==> src/design/tawd_pkg.sv <==
// Shared types, constants and helpers for the tilt angle window detector.
package tawd_pkg;

   localparam int WindowLen = 15;
   localparam int PosW = $clog2(WindowLen);
   localparam int CntW = $clog2(WindowLen + 1);

   localparam logic signed [34:0] QOne = 35'sd65536;
   localparam logic signed [34:0] QK028 = 35'sd18350;
   localparam logic signed [34:0] QHalfPi = 35'sd102944;
   localparam logic signed [34:0] QPi = 35'sd205887;

   // ceil(18000 * 2^36 / QPi); exact truncating divide for |rad| < 2^18
   localparam logic [32:0] CdRecip = 33'd6007910074;

   localparam logic [1:0] CSR_RANGE = 2'd0;
   localparam logic [1:0] CSR_THRESH = 2'd1;
   localparam logic [1:0] CSR_LIMIT = 2'd2;
   localparam logic [1:0] CSR_UNUSED = 2'd3;

   // sample pair as queued between front and back
   typedef struct packed {
      logic signed [16:0] x_mg;
      logic signed [16:0] z_mg;
   } pair_type;

   typedef struct packed {
      logic signed [15:0] tilt_centideg;
      logic is_above;
      logic [3:0] window_count;
      logic detected;
   } result_type;

   function automatic logic [14:0] full_scale(input logic [1:0] sel);
      unique case (sel)
         2'd0: full_scale = 15'd2000;
         2'd1: full_scale = 15'd4000;
         2'd2: full_scale = 15'd8000;
         default: full_scale = 15'd16000;
      endcase
   endfunction

endpackage

==> src/design/tawd_divider.sv <==
// Restoring signed divider, one quotient bit per cycle, truncation toward zero.
module tawd_divider (
   input  logic clock,
   input  logic reset,
   input  logic start,
   input  logic signed [63:0] num,
   input  logic signed [63:0] den,
   output logic busy,
   output logic done,
   output logic signed [63:0] quo
);
   logic [63:0] rem_ff, rem_in;
   logic [63:0] q_ff, q_in;
   logic [63:0] d_ff, d_in;
   logic [6:0] cnt_ff, cnt_in;
   logic neg_ff, neg_in;
   logic busy_ff, busy_in;
   logic done_ff, done_in;
   logic [64:0] trial;
   logic [63:0] shifted;

   always_comb begin
      rem_in = rem_ff;
      q_in = q_ff;
      d_in = d_ff;
      cnt_in = cnt_ff;
      neg_in = neg_ff;
      busy_in = busy_ff;
      done_in = 1'b0;
      shifted = {rem_ff[62:0], q_ff[63]};
      trial = {1'b0, shifted} - {1'b0, d_ff};
      if (start) begin
         rem_in = '0;
         q_in = num[63] ? 64'(-num) : num;
         d_in = den[63] ? 64'(-den) : den;
         neg_in = num[63] ^ den[63];
         cnt_in = 7'd64;
         busy_in = 1'b1;
      end else if (busy_ff) begin
         if (!trial[64]) begin
            rem_in = trial[63:0];
            q_in = {q_ff[62:0], 1'b1};
         end else begin
            rem_in = shifted;
            q_in = {q_ff[62:0], 1'b0};
         end
         cnt_in = cnt_ff - 7'd1;
         if (cnt_ff == 7'd1) begin
            busy_in = 1'b0;
            done_in = 1'b1;
         end
      end
   end

   always_ff @(posedge clock) begin
      rem_ff <= rem_in;
      q_ff <= q_in;
      d_ff <= d_in;
      cnt_ff <= cnt_in;
      neg_ff <= neg_in;
      if (reset) begin
         busy_ff <= 1'b0;
         done_ff <= 1'b0;
      end else begin
         busy_ff <= busy_in;
         done_ff <= done_in;
      end
   end

   assign busy = busy_ff;
   assign done = done_ff;
   assign quo = neg_ff ? 64'(-q_ff) : q_ff;
endmodule

==> src/design/tawd_back.sv <==
// Back end: atan2 sequencer on a shared divider, window ring and result register.
module tawd_back (
   input  logic clock,
   input  logic reset,
   input  logic q_valid,
   output logic q_pop,
   input  tawd_pkg::pair_type q_data,
   input  logic signed [15:0] thresh,
   input  logic [3:0] limit,
   output logic rsp_tvalid,
   input  logic rsp_tready,
   output tawd_pkg::result_type rsp
);
   typedef enum logic [3:0] {
      S_IDLE, S_DIVQ, S_WQ, S_SQ, S_MK, S_DEN, S_DIVA, S_WA, S_FIX, S_CD, S_MULC, S_WC,
      S_WIN, S_OUT
   } state_type;

   state_type st_ff;
   logic signed [16:0] x_ff, z_ff;
   logic signed [34:0] q_ff;
   logic signed [47:0] q2_ff;
   logic signed [47:0] den_ff;
   logic signed [36:0] a_ff;
   logic signed [47:0] prod_ff;
   logic [17:0] mag_ff;
   logic cd_neg_ff;
   logic [50:0] cprod_ff;
   logic signed [15:0] cd_ff;
   logic [tawd_pkg::WindowLen-1:0] ring_ff;
   logic [tawd_pkg::PosW-1:0] pos_ff;
   logic [tawd_pkg::CntW-1:0] cnt_ff;
   tawd_pkg::result_type rsp_ff;
   logic rv_ff;

   logic start;
   logic signed [63:0] num, den;
   logic busy, done;
   logic signed [63:0] quo;
   logic shallow;
   logic above;
   logic [tawd_pkg::CntW-1:0] newcnt;

   tawd_divider u_div (.clock, .reset, .start, .num, .den, .busy, .done, .quo);

   assign shallow = q_ff > -tawd_pkg::QOne && q_ff < tawd_pkg::QOne;
   assign above = cd_ff > thresh;
   assign newcnt = cnt_ff + tawd_pkg::CntW'(above) - tawd_pkg::CntW'(ring_ff[pos_ff]);

   always_comb begin
      start = 1'b0;
      num = '0;
      den = 64'sd1;
      unique case (st_ff)
         S_DIVQ: begin
            start = 1'b1;
            num = 64'(z_ff) <<< 16;
            den = 64'(x_ff);
         end
         S_DIVA: begin
            start = 1'b1;
            num = 64'(q_ff) <<< 16;
            den = 64'(den_ff);
         end
         default: ;
      endcase
   end

   assign q_pop = st_ff == S_IDLE && q_valid;

   always_ff @(posedge clock) begin
      if (reset) begin
         st_ff <= S_IDLE;
         ring_ff <= '0;
         pos_ff <= '0;
         cnt_ff <= '0;
         rv_ff <= 1'b0;
      end else begin
         if (rv_ff && rsp_tready && st_ff != S_WIN) rv_ff <= 1'b0;
         unique case (st_ff)
            S_IDLE: if (q_valid) begin
               x_ff <= q_data.x_mg;
               z_ff <= q_data.z_mg;
               if (q_data.x_mg == 17'sd0) begin
                  a_ff <= (q_data.z_mg == 17'sd0) ? 37'sd0 :
                          (q_data.z_mg > 17'sd0) ? 37'(tawd_pkg::QHalfPi)
                                                 : -37'(tawd_pkg::QHalfPi);
                  st_ff <= S_CD;
               end else st_ff <= S_DIVQ;
            end
            S_DIVQ: st_ff <= S_WQ;
            S_WQ: if (done) begin
               if (quo > 64'sd2147483647) q_ff <= 35'sd2147483647;
               else if (quo < -64'sd2147483648) q_ff <= -35'sd2147483648;
               else q_ff <= 35'(quo);
               st_ff <= S_SQ;
            end
            S_SQ: begin
               // q*q >> 16; product is nonnegative so shift equals truncation
               q2_ff <= 48'((64'(q_ff) * 64'(q_ff)) >>> 16);
               st_ff <= S_MK;
            end
            S_MK: begin
               // only used on the shallow side, where q2 is below 2^16
               prod_ff <= 48'(q2_ff[16:0]) * 48'(tawd_pkg::QK028);
               st_ff <= S_DEN;
            end
            S_DEN: begin
               den_ff <= shallow ? 48'(tawd_pkg::QOne) + (prod_ff >>> 16)
                                 : q2_ff + 48'(tawd_pkg::QK028);
               st_ff <= S_DIVA;
            end
            S_DIVA: st_ff <= S_WA;
            S_WA: if (done) begin
               a_ff <= 37'(quo);
               st_ff <= S_FIX;
            end
            S_FIX: begin
               if (shallow) begin
                  if (x_ff < 0)
                     a_ff <= (z_ff < 0) ? a_ff - 37'(tawd_pkg::QPi)
                                        : a_ff + 37'(tawd_pkg::QPi);
               end else begin
                  a_ff <= 37'(tawd_pkg::QHalfPi) - a_ff -
                          ((z_ff < 0) ? 37'(tawd_pkg::QPi) : 37'sd0);
               end
               st_ff <= S_CD;
            end
            S_CD: begin
               // |rad| never exceeds pi, so 18 bits of magnitude suffice
               mag_ff <= (a_ff < 0) ? 18'(-a_ff) : 18'(a_ff);
               cd_neg_ff <= a_ff < 0;
               st_ff <= S_MULC;
            end
            S_MULC: begin
               cprod_ff <= mag_ff * tawd_pkg::CdRecip;
               st_ff <= S_WC;
            end
            S_WC: begin
               cd_ff <= cd_neg_ff ? -16'(cprod_ff[50:36]) : 16'(cprod_ff[50:36]);
               st_ff <= S_WIN;
            end
            S_WIN: if (!rv_ff || rsp_tready) begin
               rsp_ff.tilt_centideg <= cd_ff;
               rsp_ff.is_above <= above;
               rsp_ff.window_count <= 4'(newcnt);
               rv_ff <= 1'b1;
               if (newcnt >= tawd_pkg::CntW'(limit)) begin
                  rsp_ff.detected <= 1'b1;
                  ring_ff <= '0;
                  pos_ff <= '0;
                  cnt_ff <= '0;
               end else begin
                  rsp_ff.detected <= 1'b0;
                  ring_ff[pos_ff] <= above;
                  pos_ff <= (pos_ff == tawd_pkg::PosW'(tawd_pkg::WindowLen - 1)) ? '0
                                                                          : pos_ff + 1'b1;
                  cnt_ff <= newcnt;
               end
               st_ff <= S_OUT;
            end
            S_OUT: st_ff <= S_IDLE;
            default: st_ff <= S_IDLE;
         endcase
      end
   end

   assign rsp_tvalid = rv_ff;
   assign rsp = rsp_ff;

   assert property (@(posedge clock) disable iff (reset)
      cnt_ff == tawd_pkg::CntW'($countones(ring_ff)))
      else $error("window count out of step with ring");
   assert property (@(posedge clock) disable iff (reset)
      pos_ff < tawd_pkg::PosW'(tawd_pkg::WindowLen))
      else $error("ring position out of range");
   assert property (@(posedge clock) disable iff (reset) start |-> !busy)
      else $error("divider restarted while busy");
endmodule

==> config.mk <==
export PLATFORM = sky130hd
export DESIGN_NAME = tawd_back
export DESIGN_NICKNAME = d
export VERILOG_FILES = /design/src/design/tawd_pkg.sv /design/src/design/tawd_divider.sv /design/src/design/tawd_back.sv
export SDC_FILE = /design/constraint.sdc
export NUM_CORES = 2
export LEC_CHECK = 0
export ABC_AREA = 1
export BUFFER_PORTS_ARGS = -buffer_cell sky130_fd_sc_hd__buf_4
export CAP_MARGIN = 20
export CELL_PAD_IN_SITES_DETAIL_PLACEMENT = 0
export CELL_PAD_IN_SITES_GLOBAL_PLACEMENT = 2
export CORE_ASPECT_RATIO = 0.5
export CORE_MARGIN = 3
export CORE_UTILIZATION = 37
export DETAILED_ROUTE_END_ITERATION = 10
export GPL_ROUTABILITY_DRIVEN = 0
export HOLD_SLACK_MARGIN = 0.03
export PLACE_DENSITY_LB_ADDON = 0.1
export SETUP_SLACK_MARGIN = 0.02
export SYNTH_ARGS = -nofsm -noshare
export SYNTH_HDL_FRONTEND = slang
export SYNTH_SLANG_ARGS = --single-unit
==> constraint.sdc <==
create_clock -name clock -period 7 [get_ports clock]
set_input_delay 1.05 -clock clock [delete_from_list [all_inputs] [get_ports clock]]
set_output_delay 1.05 -clock clock [all_outputs]
set_load 0.01 [all_outputs]
==> impl_metrics.csv <==
group,metric,value,unit
run_status,run_status,"finished with violations",
run_status,failed_checks,"setup timing",
power,leakage,53.1,nW
timing,final-setup-viol-count,32,
placement,place_worst_setup_slack,-622,ps
layout,drive_gt1_share,13.6,%
detailed_routing,dr.first_iter.drc_count,4761,
placement,placement.cell_area,99800,um^2
floorplan,fp.dieH,354,um
synth,dominantRegCellSynth,"sky130_fd_sc_hd__edfxtp_1",
worst_setup_path,worst_path_most_repeated_cell,"sky130_fd_sc_hd__inv_1",
worst_setup_path,critical_path_arrival,7630,ps
clock_network,htree_num_levels,3,
timing,setup_slack,-191,ps
detailed_routing,detail_route.wl_per_cell,20.5,um
clock_network,insertion_delay,680,ps
synth,syn-instance-count,11068,
layout,synth_to_final_area_change,17.2,%
timing,clock_skew,25.5,ps
worst_setup_path,worstSetupStartpointType,"flop",
power,maximum_ir_drop_on_the_vdd_rail,366,uV
clock_network,clk_root_buffer_cell,"sky130_fd_sc_hd__clkbuf_16",
timing,slew_headroom,26.2,%
clock_network,cts_made_buffers,68,
job,max_cap_viol_count,0,
synth,postSynth.asyncResetShare,0,%
clock_network,post_cts_hold_buffer_count,0,
layout,finish.net_count,14053,
synth,synthesis.yosys.warnings,0,
synth,synth_seq_area_share,16.3,%
detailed_routing,antenna_left,0,
worst_setup_path,critical_path.endpoint_type,"flop",
timing,number_of_pins_exceeding_their_max_slew_limit_in_the_final_report,0,
synth,synth_top_area_share,32.5,%
min_path,hold_path_class,"reg -> reg",
timing,timing.setup.tns,-3250,ps
synth,ys_seq_elements,519,
detailed_routing,routed-via-count,72528,
worst_setup_path,crit_type,"reg -> reg",
synth,netlist.top_cell.by_area,"sky130_fd_sc_hd__fa_1",
synth,syn-cell-area,89400,um^2
placement,port_buffers,81,
worst_setup_path,critical_path.max_stage_delay,610,ps
synth,synthTopCellsByCount,"sky130_fd_sc_hd__inv_1 (2905), sky130_fd_sc_hd__nand2_1 (2087), sky130_fd_sc_hd__fa_1 (1453), sky130_fd_sc_hd__nor2_1 (876), sky130_fd_sc_hd__ha_1 (694)",
synth,syn_area_per_cell,8.08,um^2
worst_setup_path,critical_path.reg2reg.startpoint,"q_ff[12]",
timing,finalCritPeriodShare,103,%
clock_network,tritoncts,"yes",
clock_network,cts-root-to-sink-buffers,3,
power,pwrdens,168,nW/um^2
global_route,globalRouteTotalUtil,25.0,%
timing,max_freq,139,MHz
detailed_routing,remaining_drc_errors,0,
min_path,worst_hold_path_startpoint,"cd_ff[0]",
worst_setup_path,critical-path-top-delay-family,"adder cells",
synth,yosys.cell_count.top_type,"sky130_fd_sc_hd__inv_1",
floorplan,start_util,37.5,%
placement,detailedPlacementHpwl,265000,um
layout,finish.instance_area,105000,um^2
synth,synthTopCellsByArea,"sky130_fd_sc_hd__fa_1 (33%), sky130_fd_sc_hd__edfxtp_1 (14%), sky130_fd_sc_hd__inv_1 (12%)",
clock_network,cts.sink_count,519,
floorplan,number_of_top_level_pins,82,
floorplan,row_count,126,
power,total_power,17.6,mW
synth,synth.lib_cells_used.distinct,71,
worst_setup_path,timing.critical_path.slowest_stage_cell,"sky130_fd_sc_hd__fa_2",
clock_network,clkTransAtPathRegs,70,ps
timing,finalHoldWorstSlack,451,ps
floorplan,die_w,701,um
global_route,vias_in_the_first_global_route,76286,
global_route,grt_max_degree,79,
timing,worst_slew_pin_slew,1110,ps
worst_setup_path,crit_fanout,19,
floorplan,die-area,248000,um^2
detailed_routing,drt_pre_antenna_iters,6,
global_route,grt_pass1_wl,472000,um
synth,synth_edf_count,419,
detailed_routing,wl,310000,um
global_route,globalRoute.totalOverflow,0,
worst_setup_path,sum_of_buffers_and_inverters_on_the_critical_path,12,
worst_setup_path,worstSetupStartpoint,"q_ff[12]",
floorplan,core,238000,um^2
timing,timing.final.crit_period,7190,ps
global_route,antenna_found_initial,8,
worst_setup_path,critPathRequiredTime,7440,ps
timing,unrepaired_setup_endpoints_after_global_routing,"true",
detailed_routing,vias_per_cell,4.80,
timing,number_of_endpoints_with_negative_hold_slack_in_the_final_report,0,
-- cell families after synthesis --
kind of cell             synth area share (%)
AND/OR/NAND/NOR                          17.1
buffers and inverters                    13.5
adder cells (fa/ha/maj)                  42.3
AO/OA/AOI/OAI                            7.57
flip-flops                               16.3
XOR/XNOR                                 3.24
other                                 0.00420
-- final timing paths --
kind,endpoint,slack [ps],depth (start not counted)
worst max-delay path,q2_ff[44],-190,28
worst max register to register,q2_ff[44],-190,28
worst min register to register,rsp[6],450,0
worst min-delay path,rsp[6],450,0
-- timing repair --
| action | in CTS | in global routing |
|---|---|---|
| gates resized for setup | 282 | 235 |
| setup endpoints to repair | 42 | 46 |
| pin swaps | 57 | 111 |
| buffers inserted | 17 | 41 |
| cloned | 2 | 8 |
-- layout make-up --
class                           count  area (um^2)
Antenna cell                        1         2.50
Fill cell                       24335       133000
Multi-Input combinational cell   7388        64700
Inverter                         2927        11000
Clock buffer                       84         1840
Sequential cell                   519        14600
Tap cell                         3200         4000
Timing Repair Buffer              944         8250
Clock inverter                     41          377
-- registers in the layout, summed over array words and instances, names as in the netlist, 15 cells and up --
name / cells
cd_ff: 16
q2_ff: 48
mag_ff: 18
u_div.q_ff: 64
z_ff: 17
x_ff: 17
rsp: 22
u_div.d_ff: 64
q_ff: 35
a_ff: 37
u_div.rem_ff: 63
cprod_ff: 15
prod_ff: 16
den_ff: 48
ring_ff: 15
-- power breakdown --
group	internal (mW)	switching, mW	total, mW
logic	3.11	6.38	9.49
clock network	2.06	1.54	3.60
registers	4.16	0.367	4.53
total	9.34	8.29	17.6
-- through the flow --
step	utilization [%]	std cells
floorplan	-	11083
global placement	41.9	14910
detailed placement	41.9	14910
CTS	43.4	15054
global route	44.0	15104
finish	44.0	15104
-- layout by cell type, fill, tap and decap left out, types with 23 or more instances in the layout --
cell type / instances
sky130_fd_sc_hd__xnor2_1: 117
sky130_fd_sc_hd__inv_1: 2854
sky130_fd_sc_hd__nor2_4: 31
sky130_fd_sc_hd__buf_6: 40
sky130_fd_sc_hd__nand2_2: 92
sky130_fd_sc_hd__buf_12: 60
sky130_fd_sc_hd__fa_2: 68
sky130_fd_sc_hd__nand2_1: 2018
sky130_fd_sc_hd__or2_2: 23
sky130_fd_sc_hd__o21ai_0: 326
sky130_fd_sc_hd__edfxtp_1: 419
sky130_fd_sc_hd__clkbuf_16: 79
sky130_fd_sc_hd__inv_2: 66
sky130_fd_sc_hd__nand3_1: 359
sky130_fd_sc_hd__dfxtp_1: 100
sky130_fd_sc_hd__o21bai_1: 42
sky130_fd_sc_hd__nor3_1: 82
sky130_fd_sc_hd__ha_1: 651
sky130_fd_sc_hd__a21oi_2: 36
sky130_fd_sc_hd__o21ai_2: 23
sky130_fd_sc_hd__buf_4: 826
sky130_fd_sc_hd__o21a_1: 25
sky130_fd_sc_hd__nor4_1: 48
sky130_fd_sc_hd__ha_4: 42
sky130_fd_sc_hd__nand4_1: 73
sky130_fd_sc_hd__o21ai_1: 108
sky130_fd_sc_hd__nor2_2: 76
sky130_fd_sc_hd__xor2_1: 202
sky130_fd_sc_hd__o211ai_1: 27
sky130_fd_sc_hd__nor2_1: 809
sky130_fd_sc_hd__fa_1: 1385
sky130_fd_sc_hd__a21oi_1: 431
sky130_fd_sc_hd__a31oi_1: 42
-- metal layers --
layer	global-route usage (%)	routed length, um	vias up
met5	0	7	-
met4	3.92	5490	2
li1	-	-	35126
met1	37.6	154000	35795
met2	39.4	137000	1373
met3	2.73	14100	232
Note: power is estimated with default switching activity, not from simulation.
