## src/design/tawd_pkg.sv

```systemverilog
// Shared types, constants and helpers for the tilt angle window detector.
package tawd_pkg;

   localparam int WindowLen = 15;
   localparam int PosW = $clog2(WindowLen);
   localparam int CntW = $clog2(WindowLen + 1);

   localparam logic signed [34:0] QOne = 35'sd65536;
   localparam logic signed [34:0] QK028 = 35'sd18350;
   localparam logic signed [34:0] QHalfPi = 35'sd102944;
   localparam logic signed [34:0] QPi = 35'sd205887;

   // ceil(18000 * 2^36 / QPi); exact truncating divide for |rad| < 2^18
   localparam logic [32:0] CdRecip = 33'd6007910074;

   localparam logic [1:0] CSR_RANGE = 2'd0;
   localparam logic [1:0] CSR_THRESH = 2'd1;
   localparam logic [1:0] CSR_LIMIT = 2'd2;
   localparam logic [1:0] CSR_UNUSED = 2'd3;

   // sample pair as queued between front and back
   typedef struct packed {
      logic signed [16:0] x_mg;
      logic signed [16:0] z_mg;
   } pair_type;

   typedef struct packed {
      logic signed [15:0] tilt_centideg;
      logic is_above;
      logic [3:0] window_count;
      logic detected;
   } result_type;

   function automatic logic [14:0] full_scale(input logic [1:0] sel);
      unique case (sel)
         2'd0: full_scale = 15'd2000;
         2'd1: full_scale = 15'd4000;
         2'd2: full_scale = 15'd8000;
         default: full_scale = 15'd16000;
      endcase
   endfunction

endpackage

```

## src/design/tawd_front.sv

```systemverilog
// Front end: takes requests, scales samples to milli-g, fills the queue.
module tawd_front (
   input  logic clock,
   input  logic reset,
   input  logic req_tvalid,
   output logic req_tready,
   input  logic [23:0] req_tdata,
   input  logic [1:0] range_sel,
   output logic q_valid,
   input  logic q_pop,
   output tawd_pkg::pair_type q_data
);
   // two-entry queue
   tawd_pkg::pair_type mem_ff [2];
   logic [1:0] cnt_ff;
   logic wp_ff, rp_ff;
   logic push;
   logic signed [26:0] xp, zp;
   logic signed [15:0] fs;
   tawd_pkg::pair_type item;

   assign fs = signed'({1'b0, tawd_pkg::full_scale(range_sel)});
   assign xp = signed'(req_tdata[11:0]) * fs;
   assign zp = signed'(req_tdata[23:12]) * fs;
   // divide by 1024 toward zero
   assign item.x_mg = 17'((xp + (xp[26] ? 27'sd1023 : 27'sd0)) >>> 10);
   assign item.z_mg = 17'((zp + (zp[26] ? 27'sd1023 : 27'sd0)) >>> 10);

   assign req_tready = cnt_ff != 2'd2;
   assign push = req_tvalid && req_tready;
   assign q_valid = cnt_ff != 2'd0;
   assign q_data = mem_ff[rp_ff];

   always_ff @(posedge clock) begin
      if (push) mem_ff[wp_ff] <= item;
      if (reset) begin
         cnt_ff <= '0;
         wp_ff <= 1'b0;
         rp_ff <= 1'b0;
      end else begin
         if (push) wp_ff <= !wp_ff;
         if (q_pop) rp_ff <= !rp_ff;
         cnt_ff <= cnt_ff + 2'(push) - 2'(q_pop);
      end
   end

   assert property (@(posedge clock) disable iff (reset) cnt_ff != 2'd3)
      else $error("queue count overflow");
   assert property (@(posedge clock) disable iff (reset) q_pop |-> q_valid)
      else $error("pop of empty queue");
   assert property (@(posedge clock) disable iff (reset)
      (cnt_ff == 2'd2 && !q_pop) |=> cnt_ff == 2'd2)
      else $error("queue lost entry");
endmodule

```

## config.mk

```make
export PLATFORM = sky130hd
export DESIGN_NAME = tawd_front
export DESIGN_NICKNAME = d
export VERILOG_FILES = /design/src/design/tawd_pkg.sv /design/src/design/tawd_front.sv
export SDC_FILE = /design/constraint.sdc
export NUM_CORES = 1
export LEC_CHECK = 0
export BUFFER_PORTS_ARGS = -buffer_cell sky130_fd_sc_hd__buf_2
export CAP_MARGIN = 0
export CORE_UTILIZATION = 60
export DETAILED_ROUTE_END_ITERATION = 7
export GPL_ROUTABILITY_DRIVEN = 0
export PLACE_DENSITY = 0.79
export SLEW_MARGIN = 40
export SYNTH_ARGS = -nofsm -noshare
export SYNTH_HDL_FRONTEND = slang
export SYNTH_SLANG_ARGS = --single-unit
```

## constraint.sdc

```tcl
create_clock -name clock -period 9.3 [get_ports clock]
set_clock_uncertainty 0.2 [all_clocks]
set_input_delay 0.465 -clock clock [delete_from_list [all_inputs] [get_ports clock]]
set_output_delay 0.465 -clock clock [all_outputs]
set_load 0.005 [all_outputs]
```

==> report_table.html, run 1 <==
<table>
<tr><th>Metric</th><th>Value</th></tr>
<tr><th colspan="2">Route</th></tr>
<tr><td>Pre-Repair DR Iteration Count</td><td>6</td></tr>
<tr><td>Post-route DRC</td><td>0</td></tr>
<tr><td>Via Count</td><td>8608</td></tr>
<tr><td>ANT nets after route</td><td>0</td></tr>
<tr><td>Number of DRC markers after the initial detailed-route iteration</td><td>563</td></tr>
<tr><td>Average via count per standard cell</td><td>5.40</td></tr>
<tr><td>Routed wire length</td><td>24600 um</td></tr>
<tr><td>Post-DR wirelength/cell</td><td>15.4 um</td></tr>
<tr><th colspan="2">Logic synthesis</th></tr>
<tr><td>Cell Area, Synth</td><td>0.0121 sq mm</td></tr>
<tr><td>Number of cells produced by synthesis</td><td>1269</td></tr>
<tr><td>Number of distinct standard cells referenced by the synthesized netlist</td><td>73</td></tr>
<tr><td>Synth Net Count</td><td>1615</td></tr>
<tr><td>Compound-gate portion of the synthesized area</td><td>7.18%</td></tr>
<tr><td>Sequential share of the synthesized area</td><td>17.7%</td></tr>
<tr><td>Leading post-synthesis cells by instance count</td><td>sky130_fd_sc_hd__inv_1, sky130_fd_sc_hd__fa_1, sky130_fd_sc_hd__ha_1</td></tr>
<tr><td>Synthesized area divided by synthesized cell count</td><td>9.52 sq um</td></tr>
<tr><td>Cell types occupying the most area after synthesis</td><td>sky130_fd_sc_hd__fa_1, sky130_fd_sc_hd__edfxtp_1, sky130_fd_sc_hd__ha_1, sky130_fd_sc_hd__inv_1, sky130_fd_sc_hd__nand2_1</td></tr>
<tr><td>Adder-cell share of the synthesized area</td><td>43.0%</td></tr>
<tr><td>Dominant combinational cell family by area after synthesis</td><td>adder cells</td></tr>
<tr><td>Post-synth EDFFs</td><td>68</td></tr>
<tr><td>Most repeated cell in the gate-level netlist after synthesis</td><td>sky130_fd_sc_hd__inv_1</td></tr>
<tr><td>Flip-flop and latch count after synthesis</td><td>73</td></tr>
<tr><td>Count of yosys warnings during synthesis</td><td>0</td></tr>
<tr><td>Simple-gate portion of the synthesized area</td><td>14.5%</td></tr>
<tr><td>Post-synth top area cell</td><td>sky130_fd_sc_hd__fa_1</td></tr>
<tr><td>Portion of netlist area occupied by mux cells</td><td>3.34%</td></tr>
<tr><td>Share of async-settable or async-resettable flops after synthesis</td><td>0%</td></tr>
<tr><td>Fraction of synthesized cell area taken by the top area cell type</td><td>27.5%</td></tr>
<tr><td>Post-synthesis xor/xnor area fraction</td><td>4.33%</td></tr>
<tr><td>Most instantiated flip-flop cell in the synthesis netlist</td><td>sky130_fd_sc_hd__edfxtp_1</td></tr>
<tr><th colspan="2">Place</th></tr>
<tr><td>Worst Setup Slack post-DPL</td><td>0.795 ns</td></tr>
<tr><td>Half-perimeter wire length after detailed placement</td><td>20600 um</td></tr>
<tr><td>Count of buffers inserted at the top-level ports</td><td>65</td></tr>
<tr><th colspan="2">Floorplanning</th></tr>
<tr><td>Number of ports placed on the die boundary</td><td>66</td></tr>
<tr><td>Starting utilization of the core area</td><td>61.7%</td></tr>
<tr><td>Die area</td><td>0.0207 sq mm</td></tr>
<tr><td>Floorplan die height</td><td>144 um</td></tr>
<tr><td>Core Region</td><td>0.0196 sq mm</td></tr>
<tr><td>Site Rows</td><td>51</td></tr>
<tr><td>Die X</td><td>144 um</td></tr>
<tr><th colspan="2">Layout</th></tr>
<tr><td>Final core utilization</td><td>66.5%</td></tr>
<tr><td>Antenna diode count</td><td>0</td></tr>
<tr><td>Net count of the finished layout</td><td>1671</td></tr>
<tr><td>Fraction of final layout cells with drive strength greater than 1</td><td>11.4%</td></tr>
<tr><td>Signed area change from the synthesized netlist to the final layout</td><td>7.81%</td></tr>
<tr><th colspan="2">Setup path</th></tr>
<tr><td>Critical path arrival</td><td>8.08 ns</td></tr>
<tr><td>Required arrival time at the worst endpoint</td><td>9.17 ns</td></tr>
<tr><td>Critical path type</td><td>input port to register</td></tr>
<tr><td>Category of the worst setup path launch point</td><td>input port</td></tr>
<tr><td>Maximum fanout along the worst path</td><td>34</td></tr>
<tr><td>Crit path capture type</td><td>register</td></tr>
<tr><td>Register-to-Register Setup Slack</td><td>7.64 ns</td></tr>
<tr><th colspan="2">Clocking</th></tr>
<tr><td>Total of hold buffers inserted after clock tree synthesis</td><td>0</td></tr>
<tr><td>Clock latency at the later pin of the worst-skew pair</td><td>0.33 ns</td></tr>
<tr><td>Clock sink count</td><td>73</td></tr>
<tr><td>CTS tree</td><td>yes</td></tr>
<tr><td>Buffer cell driving the clock tree root</td><td>sky130_fd_sc_hd__clkbuf_16</td></tr>
<tr><td>H-tree levels</td><td>3</td></tr>
<tr><td>Clock buffers created by TritonCTS</td><td>9</td></tr>
<tr><td>Maximum number of buffers from clock root to sink</td><td>2</td></tr>
<tr><td>Clock transition at path regs</td><td>0.05 ns</td></tr>
<tr><td>Number of instances resized during post-cts repair</td><td>0</td></tr>
<tr><td>Setup Buffers After CTS</td><td>0</td></tr>
<tr><th colspan="2">STA</th></tr>
<tr><td>RSZ-0062 raised after global routing</td><td>no</td></tr>
<tr><td>Final setup slack of the worst path</td><td>1.08 ns</td></tr>
<tr><td>Worst-margin pin slew</td><td>0.785 ns</td></tr>
<tr><td>Post-route fraction of the period consumed by the critical path</td><td>88.4%</td></tr>
<tr><td>Final setup vio count</td><td>0</td></tr>
<tr><td>Post-layout minimum cycle time</td><td>8.22 ns</td></tr>
<tr><td>Max Clock Freq</td><td>122 MHz</td></tr>
<tr><td>Slew HR</td><td>47.6%</td></tr>
<tr><td>Endpoints failing hold</td><td>0</td></tr>
<tr><td>Aggregate negative setup slack</td><td>0 ns</td></tr>
<tr><td>Worst hold slack across all endpoints</td><td>0.158 ns</td></tr>
<tr><td>Max-slew violations</td><td>0</td></tr>
<tr><th colspan="2">Global route</th></tr>
<tr><td>Vias in the first global route</td><td>8620</td></tr>
<tr><td>Initial antenna violation count</td><td>0</td></tr>
<tr><td>Pin count of the biggest net entering global routing</td><td>35</td></tr>
<tr><td>Overflow after GRT</td><td>0</td></tr>
<tr><td>Wire length of the first global-routing pass</td><td>41200 um</td></tr>
<tr><td>Global routing usage summed across all routing layers</td><td>25.5%</td></tr>
<tr><th colspan="2">Worst hold path</th></tr>
<tr><td>Path type of the worst min-delay path</td><td>input port to register</td></tr>
<tr><th colspan="2">Run status</th></tr>
<tr><td>Outcome</td><td>finished, final reports clean</td></tr>
<tr><th colspan="2">Flow run</th></tr>
<tr><td>Max-capacitance violation count</td><td>0</td></tr>
</table>
final timing paths:
kind | start | end | cells after the start
setup reg to reg | cnt_ff[0]$_SDFF_PP0_ | mem_ff[0][33]$_DFFE_PP_ | 4
setup / recovery | range_sel[0] | mem_ff[1][26]$_DFFE_PP_ | 25
hold reg to reg | rp_ff$_SDFFE_PP0P_ | register | 2
hold / removal | reset | cnt_ff[1]$_SDFF_PP0_ | 2
cell families (layout without fill, tap and decap cells):
group / count (synthesis) / after routing
AND/OR/NAND/NOR: 344 / 344
adder cells (fa/ha/maj): 316 / 316
buffers and inverters: 316 / 377
AO/OA/AOI/OAI: 126 / 126
flip-flops: 73 / 73
XOR/XNOR: 58 / 58
multiplexers: 36 / 36
metal layers:
metal,wire length (um),vias to the layer above,GRT usage (%),share of wire [%]
met5,0,-,0,0
met4,259,0,5.54,1.1
met3,1340,19,2.67,5.4
met2,11000,249,40.2,45
met1,12000,4192,37.9,49
li1,-,4148,-,-
critical path: stages:
cell and delay, ns:
sky130_fd_sc_hd__buf_2 0.46, sky130_fd_sc_hd__nor2b_1 0.71, sky130_fd_sc_hd__buf_4 0.33, sky130_fd_sc_hd__nor2_1 0.09, sky130_fd_sc_hd__fa_1 0.52, sky130_fd_sc_hd__fa_1 0.52
sky130_fd_sc_hd__fa_1 0.47, sky130_fd_sc_hd__fa_1 0.52, sky130_fd_sc_hd__inv_1 0.06, sky130_fd_sc_hd__fa_1 0.54, sky130_fd_sc_hd__inv_1 0.04, sky130_fd_sc_hd__ha_1 0.37
sky130_fd_sc_hd__a21oi_1 0.16, sky130_fd_sc_hd__o21ai_1 0.14, sky130_fd_sc_hd__a22o_1 0.24, sky130_fd_sc_hd__or2_1 0.30, sky130_fd_sc_hd__a311oi_4 0.36, sky130_fd_sc_hd__ha_1 0.19
sky130_fd_sc_hd__a21o_1 0.14, sky130_fd_sc_hd__nand3b_1 0.08, sky130_fd_sc_hd__o211ai_1 0.24, sky130_fd_sc_hd__o211ai_2 0.24, sky130_fd_sc_hd__nor2_2 0.24, sky130_fd_sc_hd__or4b_1 0.49
sky130_fd_sc_hd__xor2_1 0.17
placed cells by master, fill, tap and decap left out, drive strengths merged, types with 4 or more instances in the layout:
cell type and n:
inv 286, fa 166, ha 150, nand2 115, buf 75, nor2 73
edfxtp 68, and2 54, mux2 35, xnor2 32, a21oi 32, o21ai 28
xor2 25, nand2b 20, nor3 14, clkbuf 14, a21o 13, o211ai 13
nor2b 9, and3 9, nand3 9, a211oi 8, or2 7, nand4 6
o21a 6, dfxtp 5, nor4 5, a211o 4
area by class of cell:
cell class	instances	area [sq um]
clock inverter	2	60.1
fill	1520	6560
multi-input combinational	880	8750
timing repair buffer	75	400
inverter	286	1070
sequential	73	2140
clock buffer	14	274
tap	265	332
flip-flops by register name (all words and copies together) (netlist names), named ones only:
signal	cells
cnt_ff	2
mem_ff	68
rp_ff	1
wp_ff	1
metrics by stage:
stage	instance area, sq um	cells
3_3_place_gp	12700	1579
5_1_grt	13000	1595
4_1_cts	13000	1595
3_5_place_dp	12700	1579
2_1_floorplan	12100	1269
6_report	13000	1595
Power of run 1 is left out: the tool's default activity adds up to more than one toggle a clock period on the data nets, which glitch-free logic cannot reach.
==> inputs of run 2 (changes only) <==
- CORE_UTILIZATION: 60 -> 58
- MAX_ROUTING_LAYER: default -> met4
- clock period: 9.3 -> 6.8 ns (I/O delays scaled with it)
==> report_table.html, run 2 (synthesis results as in run 1) <==
<table>
<tr><th>Metric</th><th>Value</th></tr>
<tr><th colspan="2">Run status</th></tr>
<tr><td>Outcome</td><td>finished, final reports clean</td></tr>
<tr><th colspan="2">STA</th></tr>
<tr><td>Worst-margin pin slew</td><td>0.753 ns</td></tr>
<tr><td>Post-route fraction of the period consumed by the critical path</td><td>97.5%</td></tr>
<tr><td>Endpoints failing hold</td><td>0</td></tr>
<tr><td>Final setup vio count</td><td>0</td></tr>
<tr><td>Slew HR</td><td>49.7%</td></tr>
<tr><td>Post-layout minimum cycle time</td><td>6.63 ns</td></tr>
<tr><td>Max-slew violations</td><td>0</td></tr>
<tr><td>Worst hold slack across all endpoints</td><td>0.0393 ns</td></tr>
<tr><td>Max Clock Freq</td><td>151 MHz</td></tr>
<tr><th colspan="2">Floorplanning</th></tr>
<tr><td>Core Region</td><td>0.0203 sq mm</td></tr>
<tr><td>Site Rows</td><td>52</td></tr>
<tr><td>Die X</td><td>146 um</td></tr>
<tr><td>Number of ports placed on the die boundary</td><td>66</td></tr>
<tr><td>Die area</td><td>0.0214 sq mm</td></tr>
<tr><td>Floorplan die height</td><td>146 um</td></tr>
<tr><td>Starting utilization of the core area</td><td>59.5%</td></tr>
<tr><th colspan="2">Clocking</th></tr>
<tr><td>Buffer cell driving the clock tree root</td><td>sky130_fd_sc_hd__clkbuf_16</td></tr>
<tr><td>Clock latency at the later pin of the worst-skew pair</td><td>0.32 ns</td></tr>
<tr><td>Clock buffers created by TritonCTS</td><td>9</td></tr>
<tr><td>Total of hold buffers inserted after clock tree synthesis</td><td>0</td></tr>
<tr><td>CTS tree</td><td>yes</td></tr>
<tr><td>Maximum number of buffers from clock root to sink</td><td>2</td></tr>
<tr><td>Clock transition at path regs</td><td>0.05 ns</td></tr>
<tr><td>Clock sink count</td><td>73</td></tr>
<tr><td>H-tree levels</td><td>3</td></tr>
<tr><th colspan="2">Layout</th></tr>
<tr><td>Net count of the finished layout</td><td>1790</td></tr>
<tr><td>Post-route cell area</td><td>0.0142 sq mm</td></tr>
<tr><td>Largest register FFs</td><td>68</td></tr>
<tr><td>Register with the highest flop count</td><td>mem_ff</td></tr>
<tr><td>Most common cell after layout, fill and taps aside</td><td>sky130_fd_sc_hd__inv_1</td></tr>
<tr><td>Number of filler instances in the final layout</td><td>1524</td></tr>
<tr><td>Largest regs</td><td>mem_ff: 68 flops, cnt_ff: 2 flops</td></tr>
<tr><td>Signed area change from the synthesized netlist to the final layout</td><td>17.2%</td></tr>
<tr><td>Antenna diode count</td><td>0</td></tr>
<tr><td>Cell Count, Final, Fillers Out</td><td>1718</td></tr>
<tr><td>Leading cell types in the layout, fill and taps excluded</td><td>sky130_fd_sc_hd__inv_1, sky130_fd_sc_hd__fa_1, sky130_fd_sc_hd__ha_1</td></tr>
<tr><td>Fraction of final layout cells with drive strength greater than 1</td><td>21.7%</td></tr>
<tr><th colspan="2">Setup path</th></tr>
<tr><td>Delay of the slowest cell on the worst path</td><td>0.54 ns</td></tr>
<tr><td>Required arrival time at the worst endpoint</td><td>6.67 ns</td></tr>
<tr><td>Cell class contributing the biggest share of worst-path delay</td><td>adder cells</td></tr>
<tr><td>FF-to-FF End</td><td>mem_ff[0][30]$_DFFE_PP_</td></tr>
<tr><td>Critical path type</td><td>input port to register</td></tr>
<tr><td>Register-to-Register Setup Slack</td><td>5.12 ns</td></tr>
<tr><td>Critical path arrival</td><td>6.50 ns</td></tr>
<tr><td>WP buf/inv</td><td>6</td></tr>
<tr><td>Category of the worst setup path launch point</td><td>input port</td></tr>
<tr><td>Number of gates on the worst path with buffers counted</td><td>27</td></tr>
<tr><td>Crit path capture type</td><td>register</td></tr>
<tr><td>Max stage delay cell, worst path</td><td>sky130_fd_sc_hd__fa_1</td></tr>
<tr><td>Worst reg2reg path depth</td><td>4</td></tr>
<tr><td>Maximum fanout along the worst path</td><td>9</td></tr>
<tr><td>Origin of the critical flop-to-flop path</td><td>cnt_ff[0]$_SDFF_PP0_</td></tr>
<tr><th colspan="2">Route</th></tr>
<tr><td>Routed wire length</td><td>26400 um</td></tr>
<tr><td>Average via count per standard cell</td><td>5.31</td></tr>
<tr><td>Number of DRC markers after the initial detailed-route iteration</td><td>663</td></tr>
<tr><td>Pre-Repair DR Iteration Count</td><td>6</td></tr>
<tr><td>Post-DR wirelength/cell</td><td>15.3 um</td></tr>
<tr><td>Post-route DRC</td><td>0</td></tr>
<tr><td>Via Count</td><td>9130</td></tr>
<tr><td>ANT nets after route</td><td>0</td></tr>
<tr><th colspan="2">Global route</th></tr>
<tr><td>Initial antenna violation count</td><td>0</td></tr>
<tr><td>Pin count of the biggest net entering global routing</td><td>35</td></tr>
<tr><td>Wire length of the first global-routing pass</td><td>43700 um</td></tr>
<tr><td>Vias in the first global route</td><td>9364</td></tr>
<tr><td>Global routing usage summed across all routing layers</td><td>26.2%</td></tr>
<tr><td>Overflow after GRT</td><td>0</td></tr>
<tr><th colspan="2">Place</th></tr>
<tr><td>Total placed instance area</td><td>0.0136 sq mm</td></tr>
<tr><td>Half-perimeter wire length after detailed placement</td><td>22300 um</td></tr>
<tr><td>Post-Place Cells</td><td>1694</td></tr>
<tr><td>Count of buffers inserted at the top-level ports</td><td>65</td></tr>
<tr><th colspan="2">Worst hold path</th></tr>
<tr><td>Worst min-delay path endpoint</td><td>cnt_ff[1]$_SDFF_PP0_</td></tr>
<tr><td>Hold Path Depth</td><td>2</td></tr>
<tr><td>Path type of the worst min-delay path</td><td>input port to register</td></tr>
<tr><td>Hold Crit Start</td><td>reset</td></tr>
<tr><th colspan="2">Flow run</th></tr>
<tr><td>Max-capacitance violation count</td><td>0</td></tr>
</table>
==> run 2: cell count changes in the layout (fill, tap and decap cells not counted), sizes merged <==
cell      change
inv           -1
bufinv        -1
buf         +119
clkinvlp      +1
clkbuf        -3
clkinv        +3
==> run 2: worst reg2reg max path, stage by stage (launching register included) <==
cell                       delay, ns
sky130_fd_sc_hd__dfxtp_1        0.34
sky130_fd_sc_hd__nand2b_1       0.14
sky130_fd_sc_hd__nand2_1        0.12
sky130_fd_sc_hd__nor2_2         0.10
sky130_fd_sc_hd__buf_4          0.41
==> run 2: worst max path at each step <==
stage	startpoint	slack [ns]	to
after global placement	range_sel[0]	-0.17	mem_ff[0][26]$_DFFE_PP_
after CTS	range_sel[0]	0.005	mem_ff[1][33]$_DFFE_PP_
final	range_sel[0]	0.17	mem_ff[1][26]$_DFFE_PP_
after floorplan	range_sel[1]	-0.15	mem_ff[0][26]$_DFFE_PP_
after global routing	range_sel[0]	-0.05	mem_ff[1][26]$_DFFE_PP_
after detailed placement	range_sel[1]	-0.34	mem_ff[1][33]$_DFFE_PP_
==> run 2: final cells by class <==
cell class | count | area, sq um | area share, %
clock buffer | 11 | 233 | 1.64
clock inverter | 4 | 45.0 | 0.318
inverter | 286 | 1080 | 7.61
multi-input combinational | 880 | 8980 | 63.4
sequential | 73 | 2140 | 15.1
tap | 270 | 338 | 2.39
timing repair buffer | 194 | 1350 | 9.52
==> run 2: per-stage QoR <==
step                utilization, %  worst slack, ns  setup TNS (ns)
floorplan                        -           -0.148           -1.07
global placement              66.9           -0.168           -1.80
detailed placement            66.9           -0.338           -7.39
CTS                           68.3          0.00472               0
global route                  69.8          -0.0467         -0.0934
finish                        69.8            0.170               0
==> run 2: routing by layer <==
metal / track usage [%] / share of wire (%) / vias to the layer above / routed length, um
met4: 6.09 / 1.7 / 0 / 461
li1: - / - / 4396 / -
met1: 35.9 / 46 / 4399 / 12200
met3: 2.53 / 5.4 / 47 / 1430
met5: - / 0 / - / 0
met2: 42.3 / 47 / 288 / 12300
==> run 2: what timing repair did <==
item | in CTS | in global routing
gates cloned | 0 | 0
setup buffers | 0 | 10
pin swaps | 0 | 34
endpoints found under the setup margin | 2 | 42
resized for setup | 2 | 59
Power of run 2 is left out for the same reason.
